**src/design/mtc_asm_pkg.sv**
```systemverilog
// Shared types and constants for the MIDI time code assembler.
// Depends on nothing; every other design file refers to it by scoped names.
`default_nettype none

package mtc_asm_pkg;

  // Header bytes that a full-frame system exclusive message must carry.
  localparam logic [7:0] SxHeaderOne   = 8'h7F;
  localparam logic [7:0] SxHeaderTwo   = 8'h7F;
  localparam logic [7:0] SxHeaderThree = 8'h01;

  // Slots that end a forward or a backward run.
  localparam logic [2:0] SlotFirst = 3'd0;
  localparam logic [2:0] SlotLast  = 3'd7;

  // Request kinds.
  localparam logic ReqQuarterFrame = 1'b0;
  localparam logic ReqFullFrame    = 1'b1;

  // Divide by ten through a reciprocal: (v * 205) >> 11 is exact for v < 1029.
  localparam int unsigned DivTenMul   = 205;
  localparam int unsigned DivTenShift = 11;

  typedef struct packed {
    logic       req_type;
    logic [6:0] qf_byte;
    logic [7:0] sx_byte_one;
    logic [7:0] sx_byte_two;
    logic [7:0] sx_byte_three;
    logic [6:0] sx_hour_byte;
    logic [6:0] sx_minute_byte;
    logic [6:0] sx_second_byte;
    logic [6:0] sx_frame_byte;
  } mtc_in_t;

  typedef struct packed {
    logic [1:0] hour_tens;
    logic [3:0] hour_ones;
    logic [4:0] minute_tens;
    logic [3:0] minute_ones;
    logic [4:0] second_tens;
    logic [3:0] second_ones;
    logic [4:0] frame_tens;
    logic [3:0] frame_ones;
    logic [1:0] rate_type;
    logic       from_full_frame;
  } mtc_out_t;

  // Time assembled from the quarter-frame slots for the item under evaluation.
  typedef struct packed {
    logic       emit;
    logic [4:0] hours;
    logic [7:0] minutes;
    logic [7:0] seconds;
    logic [7:0] frames;
    logic [1:0] rate;
  } mtc_qf_res_t;

endpackage

`default_nettype wire

```
**src/design/mtc_asm_bcd_split.sv**
```systemverilog
// Splits an 8-bit binary value into a tens value and a ones digit.
// Depends on mtc_asm_pkg for the reciprocal constants.
`default_nettype none

module mtc_asm_bcd_split (
  input  wire logic [7:0] value_i,
  output logic      [4:0] tens_o,
  output logic      [3:0] ones_o
);

  logic [15:0] prod;
  logic [4:0]  quot;
  logic [7:0]  back;
  logic [7:0]  rem;

  // Multiply by the reciprocal of ten, then subtract quotient times ten.
  assign prod   = 16'(value_i) * 16'(mtc_asm_pkg::DivTenMul);
  assign quot   = 5'(prod >> mtc_asm_pkg::DivTenShift);
  assign back   = {quot, 3'b000} + {2'b00, quot, 1'b0};
  assign rem    = value_i - back;
  assign tens_o = quot;
  assign ones_o = rem[3:0];

endmodule

`default_nettype wire

```
**src/design/mtc_asm_slot_store.sv**
```systemverilog
// Quarter-frame slot store, previous slot and playback direction tracking.
// Depends on mtc_asm_pkg for the result struct and slot constants.
`default_nettype none

module mtc_asm_slot_store (
  input  wire logic                     clk_i,
  input  wire logic                     rst_ni,
  input  wire logic                     commit_i,
  input  wire logic [6:0]               qf_byte_i,
  output mtc_asm_pkg::mtc_qf_res_t      res_o
);

  logic [3:0] slot_q [8];
  logic [3:0] slot_d [8];
  logic [2:0] last_slot_q;
  logic       forward_q;
  logic       forward_d;
  logic [2:0] cur_slot;
  logic [3:0] cur_val;

  assign cur_slot = qf_byte_i[6:4];
  assign cur_val  = qf_byte_i[3:0];

  always_comb begin
    for (int i = 0; i < 8; i++) begin
      slot_d[i] = (cur_slot == 3'(i)) ? cur_val : slot_q[i];
    end
    // The direction holds whenever slot 7 is the current or the previous slot.
    if (cur_slot != mtc_asm_pkg::SlotLast && last_slot_q != mtc_asm_pkg::SlotLast) begin
      forward_d = (last_slot_q < cur_slot);
    end else begin
      forward_d = forward_q;
    end
    res_o.emit    = (forward_d && cur_slot == mtc_asm_pkg::SlotLast) ||
                    (!forward_d && cur_slot == mtc_asm_pkg::SlotFirst);
    res_o.hours   = {slot_d[7][0], slot_d[6]};
    res_o.minutes = {slot_d[5], slot_d[4]};
    res_o.seconds = {slot_d[3], slot_d[2]};
    res_o.frames  = {slot_d[1], slot_d[0]};
    res_o.rate    = slot_d[7][2:1];
  end

  always_ff @(posedge clk_i or negedge rst_ni) begin
    if (!rst_ni) begin
      for (int i = 0; i < 8; i++) begin
        slot_q[i] <= 4'd0;
      end
      last_slot_q <= 3'd0;
      forward_q   <= 1'b0;
    end else if (commit_i) begin
      for (int i = 0; i < 8; i++) begin
        slot_q[i] <= slot_d[i];
      end
      last_slot_q <= cur_slot;
      forward_q   <= forward_d;
    end
  end

endmodule

`default_nettype wire

```
**src/design/midi_timecode_assembler_unit.sv**
```systemverilog
// MIDI time code assembler: input register, slot store, decimal split, result register.
// A transaction accepted into the input register is loaded into the result register
// once that register is empty or being drained, and its result is then offered.
// Throughput: one input transaction per cycle unless the result register is stalled; the
// decimal split is a small constant multiply between the input register and the result register.
// Reset clears both valid flags, all eight slot values, the previous slot and the direction.
`default_nettype none

module midi_timecode_assembler_unit (
  input  wire logic                  clk_i,
  input  wire logic                  rst_ni,
  input  wire logic                  in_valid_i,
  output logic                       in_ready_o,
  input  wire mtc_asm_pkg::mtc_in_t  in_data_i,
  output logic                       out_valid_o,
  input  wire logic                  out_ready_i,
  output mtc_asm_pkg::mtc_out_t      out_data_o
);

  // Input register stage. It holds one accepted transaction until it can be
  // evaluated, which happens when the result register is empty or being drained.
  logic                   s1_valid_q;
  logic                   s1_valid_d;
  mtc_asm_pkg::mtc_in_t   s1_data_q;
  logic                   s1_adv;
  logic                   in_fire;

  // Result register stage.
  logic                   out_valid_q;
  logic                   out_valid_d;
  mtc_asm_pkg::mtc_out_t  out_data_q;
  mtc_asm_pkg::mtc_out_t  out_data_d;

  mtc_asm_pkg::mtc_qf_res_t qf_res;
  logic                     is_full;
  logic                     hdr_ok;
  logic                     emit;
  logic [7:0]               hours_sel;
  logic [7:0]               minutes_sel;
  logic [7:0]               seconds_sel;
  logic [7:0]               frames_sel;
  logic [1:0]               rate_sel;
  logic [4:0]               hour_tens_w;

  // The held transaction moves on whenever the result register can take a new value.
  // A transaction that produces no result still moves on; it simply leaves the
  // result register empty.
  assign s1_adv     = s1_valid_q && (!out_valid_q || out_ready_i);
  assign in_ready_o = !s1_valid_q || s1_adv;
  assign in_fire    = in_valid_i && in_ready_o;

  assign is_full = (s1_data_q.req_type == mtc_asm_pkg::ReqFullFrame);
  assign hdr_ok  = (s1_data_q.sx_byte_one   == mtc_asm_pkg::SxHeaderOne) &&
                   (s1_data_q.sx_byte_two   == mtc_asm_pkg::SxHeaderTwo) &&
                   (s1_data_q.sx_byte_three == mtc_asm_pkg::SxHeaderThree);

  // The slot store only changes when a quarter-frame transaction is evaluated.
  // Full-frame messages never touch it, whether their header matches or not.
  mtc_asm_slot_store u_slot_store (
    .clk_i     (clk_i),
    .rst_ni    (rst_ni),
    .commit_i  (s1_adv && !is_full),
    .qf_byte_i (s1_data_q.qf_byte),
    .res_o     (qf_res)
  );

  // Pick the time source: the full-frame bytes directly, or the assembled slots.
  always_comb begin
    if (is_full) begin
      hours_sel   = {3'b000, s1_data_q.sx_hour_byte[4:0]};
      minutes_sel = {1'b0, s1_data_q.sx_minute_byte};
      seconds_sel = {1'b0, s1_data_q.sx_second_byte};
      frames_sel  = {1'b0, s1_data_q.sx_frame_byte};
      rate_sel    = s1_data_q.sx_hour_byte[6:5];
      emit        = hdr_ok;
    end else begin
      hours_sel   = {3'b000, qf_res.hours};
      minutes_sel = qf_res.minutes;
      seconds_sel = qf_res.seconds;
      frames_sel  = qf_res.frames;
      rate_sel    = qf_res.rate;
      emit        = qf_res.emit;
    end
  end

  mtc_asm_bcd_split u_split_hour (
    .value_i (hours_sel),
    .tens_o  (hour_tens_w),
    .ones_o  (out_data_d.hour_ones)
  );

  mtc_asm_bcd_split u_split_minute (
    .value_i (minutes_sel),
    .tens_o  (out_data_d.minute_tens),
    .ones_o  (out_data_d.minute_ones)
  );

  mtc_asm_bcd_split u_split_second (
    .value_i (seconds_sel),
    .tens_o  (out_data_d.second_tens),
    .ones_o  (out_data_d.second_ones)
  );

  mtc_asm_bcd_split u_split_frame (
    .value_i (frames_sel),
    .tens_o  (out_data_d.frame_tens),
    .ones_o  (out_data_d.frame_ones)
  );

  // Hours never exceed 31, so the tens value fits in two bits.
  assign out_data_d.hour_tens       = hour_tens_w[1:0];
  assign out_data_d.rate_type       = rate_sel;
  assign out_data_d.from_full_frame = is_full;

  // Valid flags for both stages.
  always_comb begin
    if (in_fire) begin
      s1_valid_d = 1'b1;
    end else if (s1_adv) begin
      s1_valid_d = 1'b0;
    end else begin
      s1_valid_d = s1_valid_q;
    end

    if (s1_adv) begin
      out_valid_d = emit;
    end else if (out_ready_i) begin
      out_valid_d = 1'b0;
    end else begin
      out_valid_d = out_valid_q;
    end
  end

  always_ff @(posedge clk_i or negedge rst_ni) begin
    if (!rst_ni) begin
      s1_valid_q  <= 1'b0;
      out_valid_q <= 1'b0;
    end else begin
      s1_valid_q  <= s1_valid_d;
      out_valid_q <= out_valid_d;
    end
  end

  // Payload registers carry no reset; they are qualified by the valid flags.
  always_ff @(posedge clk_i) begin
    if (in_fire) begin
      s1_data_q <= in_data_i;
    end
    if (s1_adv) begin
      out_data_q <= out_data_d;
    end
  end

  assign out_valid_o = out_valid_q;
  assign out_data_o  = out_data_q;

  // A blocked input means a transaction is held and the result register is stalled.
  assert property (@(posedge clk_i) disable iff (!rst_ni)
    !in_ready_o |-> (s1_valid_q && out_valid_o && !out_ready_i))
    else $error("input stalled without a stalled result");

  // Every ones digit leaving the block is a decimal digit.
  assert property (@(posedge clk_i) disable iff (!rst_ni)
    out_valid_o |-> (out_data_o.hour_ones <= 4'd9 && out_data_o.minute_ones <= 4'd9 &&
                     out_data_o.second_ones <= 4'd9 && out_data_o.frame_ones <= 4'd9))
    else $error("ones digit out of range");

  // The minute, second and frame tens values never exceed 25, the tens of an 8-bit value.
  assert property (@(posedge clk_i) disable iff (!rst_ni)
    out_valid_o |-> (out_data_o.minute_tens <= 5'd25 && out_data_o.second_tens <= 5'd25 &&
                     out_data_o.frame_tens <= 5'd25))
    else $error("tens value out of range");

endmodule

`default_nettype wire

```
**config.mk**
```make
export PLATFORM = sky130hd
export DESIGN_NAME = midi_timecode_assembler_unit
export DESIGN_NICKNAME = d
export VERILOG_FILES = /design/src/design/mtc_asm_pkg.sv /design/src/design/mtc_asm_bcd_split.sv /design/src/design/mtc_asm_slot_store.sv /design/src/design/midi_timecode_assembler_unit.sv
export SDC_FILE = /design/constraint.sdc
export NUM_CORES = 1
export LEC_CHECK = 0
export BUFFER_PORTS_ARGS = -buffer_cell sky130_fd_sc_hd__buf_2
export CAP_MARGIN = 30
export CORE_MARGIN = 5
export CORE_UTILIZATION = 61
export CTS_CLUSTER_DIAMETER = 150
export DETAILED_ROUTE_END_ITERATION = 10
export MAX_ROUTING_LAYER = met4
export PLACE_DENSITY = 0.82
export SYNTH_ARGS = -nofsm -noshare
export SYNTH_HDL_FRONTEND = slang
export SYNTH_HIERARCHICAL = 1
export SYNTH_SLANG_ARGS = --single-unit
```
**constraint.sdc**
```tcl
create_clock -name clk_i -period 8.3 [get_ports clk_i]
set_clock_uncertainty 0.15 [all_clocks]
set_input_delay 0.83 -clock clk_i [delete_from_list [all_inputs] [get_ports clk_i]]
set_output_delay 0.83 -clock clk_i [all_outputs]
set_load 0.02 [all_outputs]
```
==> results of run 1 <==
==> flip-flops by register name (all words and copies together) (netlist names) <==
signal,count
is_full,1
u_slot_store/slot_q,31
u_slot_store/forward_q,1
out_valid_o,1
u_slot_store/last_slot_q,3
s1_valid_q,1
s1_data_q,59
out_data_o,36
==> worst max-delay path: stages (launching register included) <==
cell and delay (ns):
edfxtp_1 0.57, nor3_2 0.43, mux2_2 0.41, mux2_2 0.32
ha_1 0.36, fa_1 0.55, fa_1 0.55, inv_1 0.05
fa_1 0.53, inv_1 0.04, ha_1 0.23, a2111oi_4 0.38
o211ai_1 0.15, a21oi_1 0.24, nor2_1 0.06, nor2_1 0.11
xnor2_1 0.09, ha_1 0.31, or3b_1 0.42, nand4b_1 0.12
o221a_1 0.19, nand2_2 0.06, xnor2_1 0.14, xnor2_1 0.12
==> metal layers <==
layer  share of wire (%)  GRT usage (%)
met4                 2.0           8.15
met2                  50           37.3
met5                   0              -
met1                  44           28.2
met3                 4.4           4.24
==> cell type report <==
| cell class | count | area share [%] |
|---|---|---|
| Antenna cell | 3 | 0.0660 |
| Clock buffer | 19 | 3.90 |
| Clock inverter | 13 | 1.80 |
| Inverter | 112 | 3.70 |
| Multi-Input combinational cell | 529 | 49.8 |
| Sequential cell | 133 | 33.5 |
| Tap cell | 216 | 2.38 |
| Timing Repair Buffer | 104 | 4.82 |
==> cell usage in the layout, fill, tap and decap left out, types with 3 or more instances in the layout <==
master / n
a21o_1: 3
a21oi_1: 12
a31oi_1: 3
buf_2: 101
bufinv_16: 5
clkbuf_16: 17
conb_1: 11
dfrtp_1: 37
diode_2: 3
edfxtp_1: 96
fa_1: 44
ha_1: 179
inv_1: 110
mux2_2: 92
nand2_1: 14
nand2b_1: 4
nand3_1: 14
nand3b_1: 3
nand4_1: 5
nand4b_1: 4
nor2_1: 23
nor2b_1: 4
nor3_1: 7
o211ai_1: 3
o21ai_0: 10
o21ai_2: 3
xnor2_1: 29
xor2_1: 9
==> stage by stage <==
step,instances,setup WS (ns),util (%),hold WS (ns)
2_1_floorplan,788,1.98,-,0.278
3_3_place_gp,1093,1.76,67.0,0.331
3_5_place_dp,1093,1.58,67.0,0.338
4_1_cts,1125,1.47,71.1,0.353
5_1_grt,1129,1.06,71.3,0.365
6_report,1129,1.43,71.3,0.353
==> report_power, final <==
part	internal (µW)	switching (µW)	leakage, µW
Combinational	1300	1530	0.00378
Clock	540	283	0.000311
Sequential	997	53.5	0.00139
Total	2840	1870	0.00548
==> worst max-delay path by stage <==
stage	from	to	slack, ns	depth (start not counted)
floorplan	s1_data_q[56]$_DFFE_PP_	out_data_o[6]$_DFFE_PP_	1.98	24
global placement	s1_data_q[58]$_DFFE_PP_	out_data_o[15]$_DFFE_PP_	1.76	25
detailed placement	s1_data_q[58]$_DFFE_PP_	out_data_o[15]$_DFFE_PP_	1.58	25
CTS	s1_data_q[56]$_DFFE_PP_	out_data_o[6]$_DFFE_PP_	1.47	23
global route	s1_data_q[56]$_DFFE_PP_	out_data_o[6]$_DFFE_PP_	1.06	23
finish	s1_data_q[56]$_DFFE_PP_	out_data_o[6]$_DFFE_PP_	1.43	23
==> metrics, run 1 <==
vias 6147; routed length per instance 17.0 µm; detail-routed via count per cell 5.44; maximum fanout along the worst path 14; number of buffers added by the clock tree synthesis step 17; floorplan die width 138 µm; sort of element at the start of the critical path flop; drt initial violations 293; number of nets at the end of the flow 1184; initial antenna violation count 3; placed wire-length estimate after detailed placement 14.2 mm; count of final max-slew check failures 0; final weighted congestion in routability-driven placement 0.928; Arr. time, crit path 6.88 ns; aggregate global-route resource usage 22.7%; initial core utilization 62.4%; CTS clk-pin slew, worst paths 0.06 ns; worst reg2reg path depth 23; number of warning messages in the yosys log 6; total of hold buffers inserted after clock tree synthesis 0; Reg-to-Reg Start s1_data_q[56]$_DFFE_PP_; clock sink total 133; Peak supply drop 0.000286 V; Post-CTS Setup Repair Bufs 0; final setup vio count 0; die height 138 µm; Final Routed Wirelength 19.2 mm; reported max-cap violation count 0; post-route design area 0.0114 mm²; TritonCTS clock tree yes; Placeable Area 0.0159 mm²; gr ovfl total 0; timing-limited maximum frequency 146 MHz; required time at the worst-slack endpoint 8.31 ns; multi-input logic area 0.00567 mm²; start point of the worst min-delay path u_slot_store/slot_q[4]$_DFFE_PN0P_; Slew HR 41.5%; minimum clock period 6.87 ns; setup repair after global routing missed its margin no; fraction of layout cells with a size suffix above 1 28.1%; instance area at placement 0.0107 mm²; Mapped Area 0.00994 mm²; remaining antenna violation count after routing 0; # rows 46; pin count of the biggest net entering global routing 38; Area Overhead vs Synth 14.3%; vias in the first global route 6601; Worst Setup End Kind flop; slew at the pin with the worst max-slew slack 0.878 ns; post-cts gate resize count 0; area of the die 0.0190 mm²; total area of sequential cells 0.00381 mm²; final cycle utilization of the critical path 82.8%; outcome complete, no violations; htree depth 4; buffer depth of the longest clock path 2; count of boundary I/O pins 102; insertion delay to the later sink of the worst-skew pair 0.41 ns; hold-critical path depth 1; standby leakage power 0.00548 µW; power density over the cells 414 mW/mm²; overall power consumption 4710 µW; first drt pass iteration count 4; average size of a mapped cell 12.8 µm²; number of fill cells 1093; first-pass GRT wire length 32.1 mm; Crit Path Category flop to flop; final-layout setup total negative slack 0 ns; Cells after Synth 778; clock root cell clkbuf_16; critical register-to-register path endpoint out_data_o[6]$_DFFE_PP_; classification of the worst-slack hold path flop to flop; hold violation total from the final report 0; DRC viols 0; count of input and output buffers 101; endpoint of the worst hold path u_slot_store/slot_q[4]$_DFFE_PN0P_; r2r setup slk 1.43 ns
Note: power is estimated with default switching activity, not from simulation.
==> inputs of run 2 (changes only) <==
Settings changed: ABC_AREA set to 1, CORE_UTILIZATION 61 to 55, PLACE_DENSITY 0.82 to 0.78.
Clock period 8.3 ns to 5.8 ns, I/O delays scaled along.
==> run 2 against run 1 <==
Against the previous run: worst setup slack got worse by 1.1 ns; clock power rose by 25%; first-iteration DRC count grew 18%; power increased by 16%; combinational power grew 8.1%; maximum frequency grew 26%; synthesized cell count grew 48%; flip-flop and latch count did not move; utilization down 7.9 points; critical endpoint unchanged; highest routed layer unchanged.
==> metrics, run 2 <==
outcome complete, no violations (unchanged); total of hold buffers inserted after clock tree synthesis 0 (unchanged); Slew HR 43.1% (was 41.5%); number of flip-flops in the largest register 59 (unchanged); Area Overhead vs Synth 13.5% (was 14.3%); hold violation total from the final report 0 (unchanged); fraction of layout cells with a size suffix above 1 14.8% (was 28.1%); CTS clk-pin slew, worst paths 0.06 ns (about the same); Crit Path Category flop to flop (unchanged); Arr. time, crit path 5.46 ns (was 6.88 ns); Slowest cell on crit path fa_1 (was edfxtp_1); area of the die 0.0218 mm² (was 0.0190 mm²); Bufs and invs on worst path 5 (was 2); number of fill cells 1533 (was 1093); drt initial violations 347 (was 293); registers with the highest flip-flop counts s1_data_q (59), out_data_o (36), u_slot_store/slot_q (31) (unchanged); vias in the first global route 7730 (was 6601); initial core utilization 55.8% (was 62.4%); required time at the worst-slack endpoint 5.82 ns (was 8.31 ns); placed wire-length estimate after detailed placement 16.2 mm (was 14.2 mm); total area of sequential cells 0.00381 mm² (unchanged); count of boundary I/O pins 102 (unchanged); floorplan die width 148 µm (was 138 µm); cell internal power dissipation 3140 µW (was 2840 µW); final setup vio count 0 (unchanged); clock sink total 133 (unchanged); buffer depth of the longest clock path 2 (unchanged); Largest stage delay, worst path 0.55 ns (was 0.57 ns); sort of element at the start of the critical path flop (unchanged); standby leakage power 0.00647 µW (was 0.00548 µW); CP top delay family adder cells (unchanged); # rows 50 (was 46); initial antenna violation count 1 (was 3); Worst Setup End Kind flop (unchanged); Peak supply drop 0.000238 V (was 0.000286 V); slew at the pin with the worst max-slew slack 0.854 ns (was 0.878 ns); critical register-to-register path endpoint out_data_o[6]$_DFFE_PP_ (unchanged); switching component of the power 2340 µW (was 1870 µW); final cycle utilization of the critical path 93.8% (was 82.8%); count of input and output buffers 101 (unchanged); die height 148 µm (was 138 µm); average size of a mapped cell 9.03 µm² (was 12.8 µm²); number of warning messages in the yosys log 6 (unchanged); htree depth 4 (unchanged); remaining antenna violation count after routing 0 (unchanged); proportion of total power due to net switching 42.7% (was 39.7%); classification of the worst-slack hold path input port to async pin (was flop to flop); number of nets at the end of the flow 1562 (was 1184); number of buffers added by the clock tree synthesis step 17 (unchanged); post-cts gate resize count 0 (unchanged); logic gate share of total power 55.9% (was 60.2%); maximum fanout along the worst path 9 (was 14); top register by number of flip-flops s1_data_q (unchanged); power density over the cells 463 mW/mm² (was 414 mW/mm²); r2r setup slk 0.36 ns (was 1.43 ns); first drt pass iteration count 5 (was 4); Placed Cells 1490 (was 1093); TritonCTS clock tree yes (unchanged); final core occ 63.4% (was 71.3%); count of final max-slew check failures 0 (unchanged); commonest cells after routing, fill and taps aside 376 x nand2_1, 195 x inv_1, 179 x ha_1 (was 179 x ha_1, 110 x inv_1, 101 x buf_2); setup repair after global routing missed its margin yes (was no); first-pass GRT wire length 35.5 mm (was 32.1 mm); Cells after Synth 1152 (was 778); clock root cell clkbuf_16 (unchanged); pin count of the biggest net entering global routing 38 (unchanged); routed length per instance 13.7 µm (was 17.0 µm); Placeable Area 0.0186 mm² (was 0.0159 mm²); share of power burned in registers 25.3% (was 22.3%); detail-routed via count per cell 5.03 (was 5.44); Mapped Area 0.0104 mm² (was 0.00994 mm²); worst reg2reg path depth 26 (was 23); minimum clock period 5.44 ns (was 6.87 ns); multi-input logic area 0.00583 mm² (was 0.00567 mm²); Reg-to-Reg Start s1_data_q[56]$_DFFE_PP_ (unchanged); final std cells w/o fill 1522 (was 1129); timing-limited maximum frequency 184 MHz (was 146 MHz); Final Routed Wirelength 20.9 mm (was 19.2 mm); share of power burned in the clock network 18.8% (was 17.5%); aggregate global-route resource usage 20.6% (was 22.7%); insertion delay to the later sink of the worst-skew pair 0.41 ns (about the same); commonest non-fill, non-tap cell in the layout nand2_1 (was ha_1); Post-CTS Setup Repair Bufs 0 (unchanged); final weighted congestion in routability-driven placement 0.919 (was 0.928); DRC viols 0 (unchanged); reported max-cap violation count 0 (unchanged); gr ovfl total 0 (unchanged); vias 7651 (was 6147)
[run 2: power groups by stage]
stage                     Combinational, µW  Clock (µW)  Sequential [µW]
after CTS                              3080        1040             1380
after global routing                   3550        1100             1400
final                                  3060        1030             1380
after detailed placement               3030           0             1400
after global placement                 2930           0             1400
after floorplan                        2230           0             1530
[run 2: layout make-up]
class	count	area share, %
inverter	200	6.35
antenna	1	0.0212
clock inverter	14	1.16
sequential	133	32.2
multi-input combinational	814	49.3
tap	234	2.48
clock buffer	17	3.60
timing repair buffer	109	4.85
[run 2: stage by stage]
| step | total power [µW] | setup slack [ns] | hold WS [ns] | setup TNS, ns | cell area (µm²) |
|---|---|---|---|---|---|
| 2_1_floorplan | 3760 | 0.833 | 0.134 | 0 | 10400 |
| 3_3_place_gp | 4330 | 0.320 | 0.311 | 0 | 11200 |
| 3_5_place_dp | 4430 | 0.233 | 0.316 | 0 | 11200 |
| 4_1_cts | 5500 | 0.204 | 0.148 | 0 | 11800 |
| 5_1_grt | 6050 | -0.0737 | 0.168 | -0.186 | 11800 |
| 6_report | 5480 | 0.362 | 0.136 | 0 | 11800 |
[run 2: worst max path at each step]
stage | slack (ns) | startpoint | end | cells past startpoint
after floorplan | 0.83 | s1_data_q[56]$_DFFE_PP_ | out_data_o[15]$_DFFE_PP_ | 26
after global placement | 0.32 | s1_data_q[57]$_DFFE_PP_ | out_data_o[24]$_DFFE_PP_ | 25
after detailed placement | 0.23 | s1_data_q[57]$_DFFE_PP_ | out_data_o[24]$_DFFE_PP_ | 25
after CTS | 0.20 | s1_data_q[57]$_DFFE_PP_ | out_data_o[24]$_DFFE_PP_ | 25
after global routing | -0.07 | s1_data_q[58]$_DFFE_PP_ | out_data_o[15]$_DFFE_PP_ | 25
final | 0.36 | s1_data_q[56]$_DFFE_PP_ | out_data_o[6]$_DFFE_PP_ | 26
[run 2: routing by layer]
metal / global-route usage [%] / wire [µm]
met5: - / 0
met4: 5.68 / 352
met3: 3.62 / 988
met2: 34.2 / 10200
met1: 26.2 / 9330
==> inputs of run 3 (changes only) <==
Settings changed: CORE_UTILIZATION 55 to 30, PLACE_DENSITY 0.78 to not set.
==> run 3 against run 2 <==
Against the previous run: global-route usage decreased by 8.2 points; worst hold slack worse by 0.021 ns; cell area up 2.7%; clock power up 8%; first-iteration DRC count shrank 2.0%; non-clock buffer count is the same; critical path depth decreased by 1; largest power group unchanged; highest routed layer unchanged.
==> metrics, run 3 (same netlist as run 2, synthesis figures left out) <==
timing-limited maximum frequency 186 MHz (was 184 MHz); fraction of layout cells with a size suffix above 1 14.9% (was 14.8%); number of fill cells 3577 (was 1533); standby leakage power 0.00650 µW (was 0.00647 µW); clock root cell clkbuf_16 (unchanged); placed wire-length estimate after detailed placement 17.6 mm (was 16.2 mm); worst reg2reg path depth 25 (was 26); classification of the worst-slack hold path input port to async pin (unchanged); floorplan die width 196 µm (was 148 µm); Final Routed Wirelength 22.3 mm (was 20.9 mm); final-layout setup total negative slack 0 ns (unchanged); minimum clock period 5.39 ns (was 5.44 ns); Peak supply drop 0.000219 V (was 0.000238 V); TritonCTS clock tree yes (unchanged); vias 7505 (was 7651); remaining antenna violation count after routing 0 (unchanged); DRC viols 0 (unchanged); CTS clk-pin slew, worst paths 0.07 ns (was 0.06 ns); power density over the cells 453 mW/mm² (was 463 mW/mm²); required time at the worst-slack endpoint 5.84 ns (was 5.82 ns); initial antenna violation count 3 (was 1); clock sink total 133 (unchanged); Reg-to-Reg Start s1_data_q[56]$_DFFE_PP_ (unchanged); aggregate global-route resource usage 12.4% (was 20.6%); Worst Setup End Kind flop (unchanged); registers with the highest flip-flop counts s1_data_q (59), out_data_o (36), u_slot_store/slot_q (31) (unchanged); maximum fanout along the worst path 9 (unchanged); number of flip-flops in the largest register 59 (unchanged); outcome complete, no violations (unchanged); count of boundary I/O pins 102 (unchanged); number of nets at the end of the flow 1562 (unchanged); pin count of the biggest net entering global routing 45 (was 38); number of buffers added by the clock tree synthesis step 17 (unchanged); slew at the pin with the worst max-slew slack 0.914 ns (was 0.854 ns); top register by number of flip-flops s1_data_q (unchanged); hold violation total from the final report 0 (unchanged); total of hold buffers inserted after clock tree synthesis 0 (unchanged); Crit Path Category flop to flop (unchanged); capture point of the critical path out_data_o[33]$_DFFE_PP_ (was out_data_o[6]$_DFFE_PP_); insertion delay to the later sink of the worst-skew pair 0.43 ns (was 0.41 ns); Placeable Area 0.0344 mm² (was 0.0186 mm²); commonest cells after routing, fill and taps aside 378 x nand2_1, 195 x inv_1, 179 x ha_1 (was 376 x nand2_1, 195 x inv_1, 179 x ha_1); r2r setup slk 0.41 ns (was 0.36 ns); Arr. time, crit path 5.44 ns (was 5.46 ns); count of input and output buffers 101 (unchanged); gr ovfl total 0 (unchanged); setup repair after global routing missed its margin yes (unchanged); vias in the first global route 7553 (was 7730); final weighted congestion in routability-driven placement 0.860 (was 0.919); beginning of the critical path s1_data_q[56]$_DFFE_PP_ (unchanged); Slew HR 39.1% (was 43.1%); initial core utilization 30.3% (was 55.8%); commonest non-fill, non-tap cell in the layout nand2_1 (unchanged); buffer depth of the longest clock path 2 (unchanged); drt initial violations 340 (was 347); final core occ 35.3% (was 63.4%); first drt pass iteration count 4 (was 5); routed length per instance 12.8 µm (was 13.7 µm); final setup vio count 0 (unchanged); htree depth 4 (unchanged); die height 196 µm (was 148 µm); detail-routed via count per cell 4.30 (was 5.03); sort of element at the start of the critical path flop (unchanged); final cycle utilization of the critical path 92.9% (was 93.8%); area of the die 0.0385 mm² (was 0.0218 mm²); count of final max-slew check failures 0 (unchanged); # rows 68 (was 50); reported max-cap violation count 0 (unchanged); critical register-to-register path endpoint out_data_o[33]$_DFFE_PP_ (was out_data_o[6]$_DFFE_PP_); Area Overhead vs Synth 16.6% (was 13.5%); first-pass GRT wire length 37.1 mm (was 35.5 mm)
[run 3: worst min-delay path by stage]
stage	from	endpoint	slack, ns	cells past startpoint
6_report	rst_ni	u_slot_store/slot_q[21]$_DFFE_PN0P_	0.12	1
3_3_place_gp	u_slot_store/slot_q[2]$_DFFE_PN0P_	u_slot_store/slot_q[2]$_DFFE_PN0P_	0.31	2
2_1_floorplan	rst_ni	out_valid_o$_DFFE_PN0P_	0.13	0
4_1_cts	rst_ni	u_slot_store/slot_q[21]$_DFFE_PN0P_	0.14	1
5_1_grt	in_data_i[48]	s1_data_q[48]$_DFFE_PP_	0.14	1
3_5_place_dp	u_slot_store/slot_q[20]$_DFFE_PN0P_	u_slot_store/slot_q[20]$_DFFE_PN0P_	0.32	2
[run 3: report_power, final]
group          total (µW)  switching, µW  internal (µW)
registers            1380           63.7           1320
logic                3010           1830           1180
clock network        1110            466            642
total                5490           2360           3140
[run 3: cell type report]
type	instances	area (µm²)	area share, %
multi-input combinational	814	5810	47.9
clock buffer	20	468	3.86
tap	455	569	4.69
clock inverter	12	129	1.06
sequential	133	3810	31.4
inverter	200	751	6.19
antenna	3	7.51	0.0619
timing repair buffer	109	586	4.83
[run 3: stage by stage]
stage | setup WS (ns) | power (µW) | hold WS, ns | instance area [µm²] | instances
after floorplan | 0.833 | 3760 | 0.134 | 10400 | 1162
after global placement | 0.458 | 4360 | 0.312 | 11500 | 1710
after detailed placement | 0.326 | 4430 | 0.315 | 11500 | 1711
after CTS | 0.327 | 5580 | 0.141 | 12100 | 1743
after global routing | -0.0120 | 6150 | 0.136 | 12100 | 1746
final | 0.410 | 5490 | 0.115 | 12100 | 1746
[run 3: repair_timing]
action	CTS	global route
setup buffers	0	0
endpoints found under the setup margin	0	4
gates resized for setup	0	11
[run 3: per-layer routing]
| layer | part of all wire (%) | vias to the layer above | track usage [%] |
|---|---|---|---|
| met5 | 0 | - | - |
| met4 | 1.5 | 0 | 3.52 |
| met3 | 4.4 | 26 | 3.06 |
| met2 | 46 | 133 | 19.9 |
| met1 | 48 | 3436 | 15.8 |
| li1 | - | 3910 | - |
[run 3: critical path, stage by stage (launching register included)]
cell and delay, ns:
edfxtp_1 0.50, inv_1 0.13, nand3_1 0.25, o21ai_0 0.32, nand2_1 0.11, nand2_1 0.22, ha_1 0.30, fa_1 0.54
inv_1 0.06, fa_1 0.54, inv_1 0.04, ha_1 0.29, ha_1 0.33, nand2_1 0.10, nor2_1 0.05, a211oi_1 0.16
nand2_1 0.09, xnor2_1 0.13, inv_1 0.08, ha_1 0.33, nand2_1 0.09, inv_1 0.04, nor2_2 0.11, nand3_1 0.07
nand2_1 0.07, inv_1 0.03
